[config.mk]
export PLATFORM = sky130hd
export DESIGN_NAME = lru_key_value_cache_unit
export DESIGN_NICKNAME = d
export VERILOG_FILES = /design/src/design/lkvc_pkg.sv /design/src/design/lkvc_cell.sv /design/src/design/lru_key_value_cache_unit.sv
export SDC_FILE = /design/constraint.sdc
export NUM_CORES = 1
export LEC_CHECK = 0
export ABC_AREA = 1
export ABC_CLOCK_PERIOD_IN_PS = 7450
export BUFFER_PORTS_ARGS = -buffer_cell sky130_fd_sc_hd__buf_2
export CAP_MARGIN = 40
export CORE_MARGIN = 2
export CORE_UTILIZATION = 25
export CTS_CLUSTER_DIAMETER = 60
export DETAILED_ROUTE_END_ITERATION = 10
export GPL_ROUTABILITY_DRIVEN = 0
export PLACE_DENSITY_LB_ADDON = 0.15
export SYNTH_ARGS = -nofsm -noshare
export SYNTH_HDL_FRONTEND = slang
export SYNTH_SLANG_ARGS = --single-unit
[constraint.sdc]
create_clock -name clk -period 7.45 [get_ports clk]
set_clock_uncertainty 0.1 [all_clocks]
set_input_delay 1.49 -clock clk [delete_from_list [all_inputs] [get_ports clk]]
set_output_delay 1.49 -clock clk [all_outputs]
set_load 0.1 [all_outputs]
[src/design/lkvc_pkg.sv]
`default_nettype none
// ----------------------------------------------------------------------------
// lkvc_pkg
// shared types and constants for the lru key-value cache
// ----------------------------------------------------------------------------
package lkvc_pkg;

    localparam int KEY_BITS        = 32;
    localparam int VALUE_BITS      = 32;
    localparam int CAP_BITS        = 5;
    localparam int DEFAULT_ENTRIES = 16;

    localparam logic [CAP_BITS-1:0]   CAP_RESET  = CAP_BITS'(16);
    localparam logic [VALUE_BITS-1:0] MISS_VALUE = '1;

    typedef enum logic {
        OP_GET = 1'b0,
        OP_PUT = 1'b1
    } op_t;

    typedef struct packed {
        op_t                           operation;
        logic signed [KEY_BITS-1:0]    lookup_key;
        logic signed [VALUE_BITS-1:0]  store_value;
    } req_t;

    typedef struct packed {
        logic                          hit;
        logic signed [VALUE_BITS-1:0]  read_value;
        logic                          evicted;
        logic signed [KEY_BITS-1:0]    evicted_key;
    } rsp_t;

    typedef struct packed {
        logic update;
        logic put_miss;
    } cell_ctrl_t;

endpackage
`default_nettype wire

[src/design/lkvc_cell.sv]
`default_nettype none
// ----------------------------------------------------------------------------
// lkvc_cell
// one recency slot: holds a key and value, compares against the lookup key
// and takes its left neighbor's entry when the row shifts
// ----------------------------------------------------------------------------
module lkvc_cell
    import lkvc_pkg::*;
(
    input  logic                  clk,
    input  cell_ctrl_t            ctrl,
    input  logic                  occupied,
    input  logic [KEY_BITS-1:0]   lookup_key,
    input  logic [KEY_BITS-1:0]   left_key,
    input  logic [VALUE_BITS-1:0] left_value,
    input  logic                  tail_match_in,
    output logic                  tail_match_out,
    output logic                  match,
    output logic [KEY_BITS-1:0]   key,
    output logic [VALUE_BITS-1:0] value
);

    logic [KEY_BITS-1:0]   key_reg;
    logic [KEY_BITS-1:0]   key_next;
    logic [VALUE_BITS-1:0] value_reg;
    logic [VALUE_BITS-1:0] value_next;
    logic                  load;

    assign match          = occupied && (key_reg == lookup_key);
    assign tail_match_out = match | tail_match_in;

    // shift when a new entry enters, or when a hit sits here or further down
    assign load = ctrl.update && (ctrl.put_miss || tail_match_out);

    always_comb
    begin
        key_next   = key_reg;
        value_next = value_reg;
        if (load)
        begin
            key_next   = left_key;
            value_next = left_value;
        end
    end

    always_ff @(posedge clk)
    begin
        key_reg   <= key_next;
        value_reg <= value_next;
    end

    assign key   = key_reg;
    assign value = value_reg;

endmodule
`default_nettype wire

[src/design/lru_key_value_cache_unit.sv]
`default_nettype none
// ----------------------------------------------------------------------------
// lru_key_value_cache_unit
// fully associative key-value cache with least-recently-used replacement
// ----------------------------------------------------------------------------
// request channel (req_valid/req_ready/req) carries a get or a put of one key;
// each request gives exactly one response on rsp_valid/rsp_ready/rsp.
// the response is registered: it shows in the cycle after the request transfer.
// one request per cycle is taken while the response side keeps up; the cycle
// is set by the parallel key compare across the cell row and the one-step
// shift of the row. entries are kept in recency order, most recent in cell 0.
// when the receiver stalls, the response register holds and req_ready falls
// until that response is taken; a new request is accepted in the same cycle
// the held response transfers.
// cfg_valid/cfg_ready/cfg_data writes the capacity (0 acts as 1, values above
// ENTRIES act as ENTRIES); the user must write it only while no request is in
// flight; not enforced. reset (rst_n low, asynchronous) empties the store, drops
// any pending response and sets the capacity to 16. no clearing pass is needed.
// ----------------------------------------------------------------------------
module lru_key_value_cache_unit
    import lkvc_pkg::*;
#(
    parameter int ENTRIES = DEFAULT_ENTRIES
)
(
    input  logic                clk,
    input  logic                rst_n,
    input  logic                req_valid,
    output logic                req_ready,
    input  req_t                req,
    output logic                rsp_valid,
    input  logic                rsp_ready,
    output rsp_t                rsp,
    input  logic                cfg_valid,
    output logic                cfg_ready,
    input  logic [CAP_BITS-1:0] cfg_data
);

    localparam int OCC_W = $clog2(ENTRIES + 1);
    localparam logic [31:0] ENTRIES_W = 32'(ENTRIES);

    logic [OCC_W-1:0]      occupancy_reg;
    logic [OCC_W-1:0]      occupancy_next;
    logic [CAP_BITS-1:0]   capacity_reg;
    logic [CAP_BITS-1:0]   capacity_next;
    rsp_t                  rsp_reg;
    rsp_t                  rsp_next;
    logic                  rsp_valid_reg;
    logic                  rsp_valid_next;

    logic [KEY_BITS-1:0]   cell_key   [ENTRIES];
    logic [VALUE_BITS-1:0] cell_value [ENTRIES];
    logic [KEY_BITS-1:0]   left_key   [ENTRIES];
    logic [VALUE_BITS-1:0] left_value [ENTRIES];
    logic [ENTRIES-1:0]    cell_match;
    logic [ENTRIES-1:0]    cell_last;
    logic [ENTRIES:0]      tail_match;

    cell_ctrl_t            ctrl;
    logic                  req_fire;
    logic                  is_put;
    logic                  hit;
    logic                  evict;
    logic [31:0]           cap_ext;
    logic [31:0]           eff_cap;
    logic [VALUE_BITS-1:0] hit_value;
    logic [VALUE_BITS-1:0] head_value;
    logic [KEY_BITS-1:0]   last_key;

    assign req_fire  = req_valid && req_ready;
    assign req_ready = !rsp_valid_reg || rsp_ready;
    assign cfg_ready = 1'b1;
    assign is_put    = (req.operation == OP_PUT);
    assign hit       = tail_match[0];

    assign tail_match[ENTRIES] = 1'b0;

    // most recent slot takes the request key; value is the new one on put
    assign head_value  = is_put ? VALUE_BITS'(req.store_value) : hit_value;
    assign left_key[0]   = KEY_BITS'(req.lookup_key);
    assign left_value[0] = head_value;

    assign ctrl.update   = req_fire && (hit || is_put);
    assign ctrl.put_miss = is_put && !hit;

    genvar gi;
    generate
        for (gi = 0; gi < ENTRIES; gi++)
        begin : g_cell
            if (gi > 0)
            begin : g_link
                assign left_key[gi]   = cell_key[gi-1];
                assign left_value[gi] = cell_value[gi-1];
            end

            assign cell_last[gi] = (occupancy_reg == OCC_W'(gi + 1));

            lkvc_cell u_cell (
                .clk            (clk),
                .ctrl           (ctrl),
                .occupied       (occupancy_reg > OCC_W'(gi)),
                .lookup_key     (KEY_BITS'(req.lookup_key)),
                .left_key       (left_key[gi]),
                .left_value     (left_value[gi]),
                .tail_match_in  (tail_match[gi+1]),
                .tail_match_out (tail_match[gi]),
                .match          (cell_match[gi]),
                .key            (cell_key[gi]),
                .value          (cell_value[gi])
            );
        end
    endgenerate

    always_comb
    begin
        hit_value = '0;
        last_key  = '0;
        for (int i = 0; i < ENTRIES; i++)
        begin
            hit_value = hit_value | (cell_value[i] & {VALUE_BITS{cell_match[i]}});
            last_key  = last_key  | (cell_key[i]   & {KEY_BITS{cell_last[i]}});
        end
    end

    always_comb
    begin
        cap_ext = 32'(capacity_reg);
        if (cap_ext == 32'd0)
        begin
            eff_cap = 32'd1;
        end
        else if (cap_ext > ENTRIES_W)
        begin
            eff_cap = ENTRIES_W;
        end
        else
        begin
            eff_cap = cap_ext;
        end
    end

    assign evict = is_put && !hit && (32'(occupancy_reg) >= eff_cap);

    always_comb
    begin
        occupancy_next = occupancy_reg;
        if (req_fire && is_put && !hit && !evict)
        begin
            occupancy_next = occupancy_reg + OCC_W'(1);
        end

        capacity_next = cfg_valid ? cfg_data : capacity_reg;

        rsp_valid_next = req_fire || (rsp_valid_reg && !rsp_ready);

        rsp_next = rsp_reg;
        if (req_fire)
        begin
            rsp_next.hit         = hit;
            rsp_next.evicted     = evict;
            rsp_next.evicted_key = evict ? $signed(last_key) : '0;
            if (is_put)
            begin
                rsp_next.read_value = '0;
            end
            else if (hit)
            begin
                rsp_next.read_value = $signed(hit_value);
            end
            else
            begin
                rsp_next.read_value = $signed(MISS_VALUE);
            end
        end
    end

    always_ff @(posedge clk or negedge rst_n)
    begin
        if (!rst_n)
        begin
            occupancy_reg <= '0;
            capacity_reg  <= CAP_RESET;
            rsp_valid_reg <= 1'b0;
        end
        else
        begin
            occupancy_reg <= occupancy_next;
            capacity_reg  <= capacity_next;
            rsp_valid_reg <= rsp_valid_next;
        end
    end

    always_ff @(posedge clk)
    begin
        rsp_reg <= rsp_next;
    end

    assign rsp_valid = rsp_valid_reg;
    assign rsp       = rsp_reg;

endmodule
`default_nettype wire

# ---- Word-level counts from Yosys, hierarchy flattened
# Cells that the tools add are included.
dict set report totals {
  register_bits 1101
  out_inout_bits 69
  wordCells 235
}
dict set report op_classes {
  n_addsub 1
  order_cmp 18
  n_eq_ne 32
  muxes 4
  n_bitwise 77
  reduce_logical 64
}
# cell n
set ops {}
lappend ops {{$and A32 B32 Y32} 32}
lappend ops {{$or A32 B32 Y32} 30}
lappend ops {{$eq A32 B32 Y1} 16}
lappend ops {{$mux W32} 2}
lappend ops {{$eq A5 B4 Y1 const B} 8}
lappend ops {{$gt A5 B4 Y1 const B} 8}
lappend ops {{$logic_and A1 B1 Y1} 40}
lappend ops {{$ge A5 B32 Y1} 1}
lappend ops {{$eq A5 B3 Y1 const B} 4}
lappend ops {{$gt A5 B3 Y1 const B} 4}
lappend ops {{$logic_or A1 B1 Y1} 19}
lappend ops {{$or A1 B1 Y1} 15}
lappend ops {{$eq A5 B2 Y1 const B} 2}
lappend ops {{$gt A5 B1 Y1 const B} 2}
lappend ops {{$gt A5 B2 Y1 const B} 2}
lappend ops {{$mux W5} 2}
lappend ops {{$add A5 B1 Y5 const B} 1}
lappend ops {{$eq A5 B1 Y1 const B} 1}
lappend ops {{$eq A5 B5 Y1 const B} 1}
lappend ops {{$gt A5 B5 Y1 const B} 1}
lappend ops {{$logic_not A5 Y1} 1}
lappend ops {{$logic_not A1 Y1} 4}

# ---- Depth between registers and ports, before layout
dict set report depth {
  depth_word 22
  ltp_mapped 24
}

# ---- By module
# A second synthesis with hierarchy kept.
dict set report hier_totals {
  cells_unflattened 6507
  hier_area_um2 56440.4
}
# module instances cells_per_inst area_each_um2
set modules_own_cells {}
lappend modules_own_cells {lkvc_cell 16 262 2786.4}
lappend modules_own_cells {lru_key_value_cache_unit 1 2315 11857.6}

# ---- Worst setup path after synthesis
# Ideal clock, no wire load.
dict set report synth_timing {
  kind {input to register}
  start {in rsp_ready}
  end {reg g_cell[10].u_cell.key_reg[0] (enable)}
  t_arrival_ns 7.321
  t_required_ns 6.843
  slack_ns -0.479
  stages 7
  path_buffers 1
  path_cell_list {inv_1 -> nand2_1 -> nand2_1 -> inv_1 -> nand2_2 -> buf_4 -> a21oi_1}
}
dict set report synth_between {
  elab_chain_len 4
}
# element line_no
set synth_rtl {}
lappend synth_rtl {{from (decl)} lru_key_value_cache_unit.sv:32} ;# input logic rsp_ready,
lappend synth_rtl {{$logic_or A1 B1 Y1} lru_key_value_cache_unit.sv:71} ;# assign req_ready = !rsp_valid_reg || rsp_ready;
lappend synth_rtl {{named net req_ready} lru_key_value_cache_unit.sv:29} ;# output logic req_ready,
lappend synth_rtl {{$logic_and A1 B1 Y1} lru_key_value_cache_unit.sv:70} ;# assign req_fire = req_valid && req_ready;
lappend synth_rtl {{named net req_fire} lru_key_value_cache_unit.sv:60} ;# logic req_fire;
lappend synth_rtl {{$logic_and A1 B1 Y1} lru_key_value_cache_unit.sv:83} ;# assign ctrl.update = req_fire && (hit || is_put);
lappend synth_rtl {{$logic_and A1 B1 Y1} lkvc_cell.sv:33} ;# assign load = ctrl.update && (ctrl.put_miss || tail_match_out);
lappend synth_rtl {{named net g_cell[10].u_cell.load} lkvc_cell.sv:27} ;# logic load;
lappend synth_rtl {{to (signal assigned)} lkvc_cell.sv:48} ;# key_reg <= key_next;
lappend synth_rtl {{to (decl)} lkvc_cell.sv:23} ;# logic [KEY_BITS-1:0] key_reg;
# The timed path passes the listed nets, and every way through them passes these cells.
# A chain may end at the register's enable or synchronous reset.

# ---- Final worst setup path
dict set report layout_timing {
  start {reg occupancy_reg[1]}
  end {reg g_cell[0].u_cell.key_reg[23] (enable)}
}
dict set report layout_between {
  elab_chain_len 21
  elab_cells_between_ends 53
}
# element line_no
set layout_rtl {}
lappend layout_rtl {{from (decl)} lru_key_value_cache_unit.sv:42} ;# logic [OCC_W-1:0] occupancy_reg;
lappend layout_rtl {{from (signal assigned)} lru_key_value_cache_unit.sv:187} ;# occupancy_reg <= occupancy_next;
lappend layout_rtl {{$gt A5 B4 Y1} lru_key_value_cache_unit.sv:101} ;# .occupied (occupancy_reg > OCC_W'(gi)),
lappend layout_rtl {{$logic_and A1 B1 Y1} lkvc_cell.sv:29} ;# assign match = occupied && (key_reg == lookup_key);
lappend layout_rtl {{$or A1 B1 Y1 (14 in a row)} lkvc_cell.sv:30} ;# assign tail_match_out = match | tail_match_in;
lappend layout_rtl {{$or A1 B1 Y1 (*)} lkvc_cell.sv:30}
lappend layout_rtl {{$logic_not A1 Y1} lru_key_value_cache_unit.sv:84} ;# assign ctrl.put_miss = is_put && !hit;
lappend layout_rtl {{$logic_and A1 B1 Y1} lru_key_value_cache_unit.sv:84}
lappend layout_rtl {{$logic_or A1 B1 Y1} lkvc_cell.sv:33}
lappend layout_rtl {{$logic_and A1 B1 Y1 (*)} lkvc_cell.sv:33}
lappend layout_rtl {{named net g_cell[0].u_cell.load} lkvc_cell.sv:27}
lappend layout_rtl {{to (signal assigned)} lkvc_cell.sv:48}
lappend layout_rtl {{to (decl)} lkvc_cell.sv:23}
# Mark *: on every way through the listed nets, which the timed path passes. The rest lies on a longest branch.

==> results.py <==
metrics = {
    "synth": {
        "synth_top_area_cell": "edfxtp_1",
        "synth-edff-count": 1090,
        "ys_ff_latch": 1101,
        "syn_inst": 3798,
        "yosys_warnings": 0,
        "synthTopCellsByArea": "edfxtp_1 69%, nand2_1 6.3%, a22o_1 2.9%, xnor2_1 2.8%, xor2_1 2.3%",
        "ys.flop_type": "edfxtp_1",
        "synth_nets": 3883,
        "synth_area_sq_um": 47700,
        "synthDominantCellAreaShare_pct": 68.6,
        "seq_area_frac_synth_pct": 69.2,
        "avgSynthCellArea_sq_um": 12.6,
        "synth.distinct_cells": 46,
        "async_reset_ff_share_pct": 0.999,
    },
    "detailed_routing": {
        "drc": 0,
        "top_layer": "met5",
        "wl_met2_um": 95100,
        "wl_per_cell_um": 33.2,
        "wl_um": 221000,
        "ant_nets": 0,
        "vias_per_cell": 5.25,
        "drt_first_pass_iters": 5,
        "num_vias": 35000,
        "wl_met1_um": 93400,
        "drt_iter0_markers": 5065,
        "dr_wl_met3_um": 20300,
    },
    "grt": {
        "antenna_found_initial": 15,
        "grt_use_total_pct": 22.3,
        "grt_pass1_wl_um": 295000,
        "gr-total-overflow": 0,
        "grt_pass1_vias": 33800,
        "grt_start_max_net_pins": 57,
    },
    "finish": {
        "synthToLayoutAreaGrowth_pct": 18.7,
        "drive_gt1_share_pct": 13.6,
        "fillers": 19400,
        "finalNonFillerCells": 6661,
        "layout.nets": 4116,
        "final_cell_area_sq_um": 56600,
        "final_util_pct": 29.8,
        "final-seq-area_sq_um": 33000,
        "multiInputGateArea_sq_um": 12900,
    },
    "cts": {
        "cts_setup_buffers": 0,
        "cts_tree": "done",
        "cts_root_buf": "clkbuf_16",
        "htree_levels": 4,
        "clk_pin_slew_ns": 0.06,
        "clk_latency_ns": 0.80,
        "cts_resized": 0,
        "cts_sinks": 1101,
        "cts.hold.buffers_added": 0,
        "cts_buffer_depth": 3,
        "cts_buffers": 138,
    },
    "critical_path": {
        "slowest_delay_ns": 0.70,
        "start_kind": "register",
        "worstSetupEndpointType": "register",
        "cp_slowest_cell": "dfrtp_1",
        "crit_arrival_ns": 6.57,
        "crit_type": "register to register",
        "reg2reg_from": "occupancy_reg[1]",
        "cp_data_required_time_ns": 7.85,
        "crit_top_cell": "nor2_1",
        "critPathMaxFanout": 32,
        "crit_start": "occupancy_reg[1]",
    },
    "die": {
        "num_rows": 160,
        "ioPinCount": 144,
        "die_area_sq_um": 194000,
        "core-area_sq_um": 190000,
        "die_w_um": 441,
        "die_h_um": 441,
        "start_util_pct": 25.1,
    },
    "place": {
        "port_buffers": 142,
        "placed_cell_area_sq_um": 52000,
        "dp_cells": 6401,
        "dp_hpwl_um": 157000,
    },
    "power": {
        "p_per_area_nw_per_um2": 297,
        "p_leak_nw": 19.8,
        "ir_drop_mv": 0.265,
    },
    "sta": {
        "hold_ws_ns": 0.343,
        "worst_slew_pin_slew_ns": 1.08,
        "slew_headroom_pct": 28.0,
        "hold_viol": 0,
        "fmax_mhz": 162,
        "setup_violations": 0,
        "timing.final.crit_share_pct": 82.7,
        "final_max_slew_viol_count": 0,
        "rsz0062_at_grt": "no",
        "fin_crit_ns": 6.16,
        "fin_setup_tns_ns": 0,
    },
    "run": {
        "max_cap_viol_count": 0,
    },
    "status": {
        "status": "complete, no violations",
    },
    "worst_hold_path": {
        "min_path_type": "register to register",
        "min_from": "g_cell[14].u_cell.value[1]",
    },
}
-- path summary, 6_finish.rpt --
path | to | slack [ns] | cells after the start
min in group asynchronous | rsp_valid | 0.49 | 1
min | g_cell[15].u_cell.value[1] | 0.34 | 0
max | g_cell[0].u_cell.key[23] | 1.29 | 26
max in group asynchronous | capacity_reg[4] | 6.45 | 1
max reg2reg | g_cell[0].u_cell.key[23] | 1.29 | 26
min reg2reg | g_cell[15].u_cell.value[1] | 0.34 | 0
-- placed cells by master, fill, tap and decap left out, types with 44 or more instances in the layout --
cell / count
nor4_1: 44
a22o_1: 157
nor2_1: 198
buf_4: 107
xor2_1: 127
o21ai_0: 89
edfxtp_1: 1090
xnor2_1: 154
a221oi_1: 120
inv_1: 277
o22ai_1: 81
nand3_1: 70
nand4_1: 119
nand2_1: 803
clkbuf_16: 143
buf_2: 148
-- stage by stage --
step	power, mW	setup slack (ns)
floorplan	8.60	-0.479
global placement	9.99	0.919
detailed placement	10.0	0.794
CTS	16.8	1.39
global route	17.2	1.07
finish	16.8	1.29
-- final cells by class --
class | count | area share [%]
repair buffers | 267 | 3.09
diodes | 8 | 0.0354
well taps | 2511 | 5.55
multi-input cells | 2205 | 22.8
clock buffers | 166 | 6.47
flip-flops and latches | 1101 | 58.3
clock inverters | 85 | 1.58
inverters | 318 | 2.12
-- where the power goes --
group          switching, mW  leakage (nW)  internal, mW
Clock                   2.84          2.20          4.00
Sequential             0.202          10.2          7.02
Combinational           2.17          7.50         0.604
Total                   5.21          19.8          11.6
-- cells by family after synthesis --
| family | after synthesis | share of synthesized area (%) |
|---|---|---|
| and+or+nand+nor | 1304 | 11.6 |
| DFF | 1101 | 69.2 |
| AOI/OAI and AO/OA | 609 | 9.61 |
| buffers and inverters | 492 | 4.13 |
| xor gates and xnor gates | 281 | 5.16 |
| adders and majority gates | 10 | 0.262 |
| other | 1 | 0.00786 |
-- critical path: cells and delay by family (launching register included) --
family        cells  cell delay (ns)
simple gates     17             3.06
buf+inv           7             1.32
flops             1             0.70
fa+ha+maj         2             0.56
-- Yosys cell counts (18+ instances only) --
cell	n
nor2_1	205
edfxtp_1	1090
inv_1	293
xnor2_1	154
a221oi_1	120
clkbuf_1	92
a21oi_1	46
nor3_1	24
xor2_1	127
nand3_1	70
buf_2	59
or2_2	18
o22ai_1	81
a22o_1	157
o21ai_0	89
nor4_1	45
nand4_1	119
nand2_1	803
o2111ai_1	32
-- per-layer routing --
| layer | vias to the layer above | global-route usage, % |
|---|---|---|
| met1 | 17900 | 30.8 |
| met3 | 461 | 4.84 |
| met2 | 2216 | 32.8 |
| li1 | 14400 | - |
| met5 | - | 0 |
| met4 | 6 | 11.4 |
(Power assumes the default switching activity.)
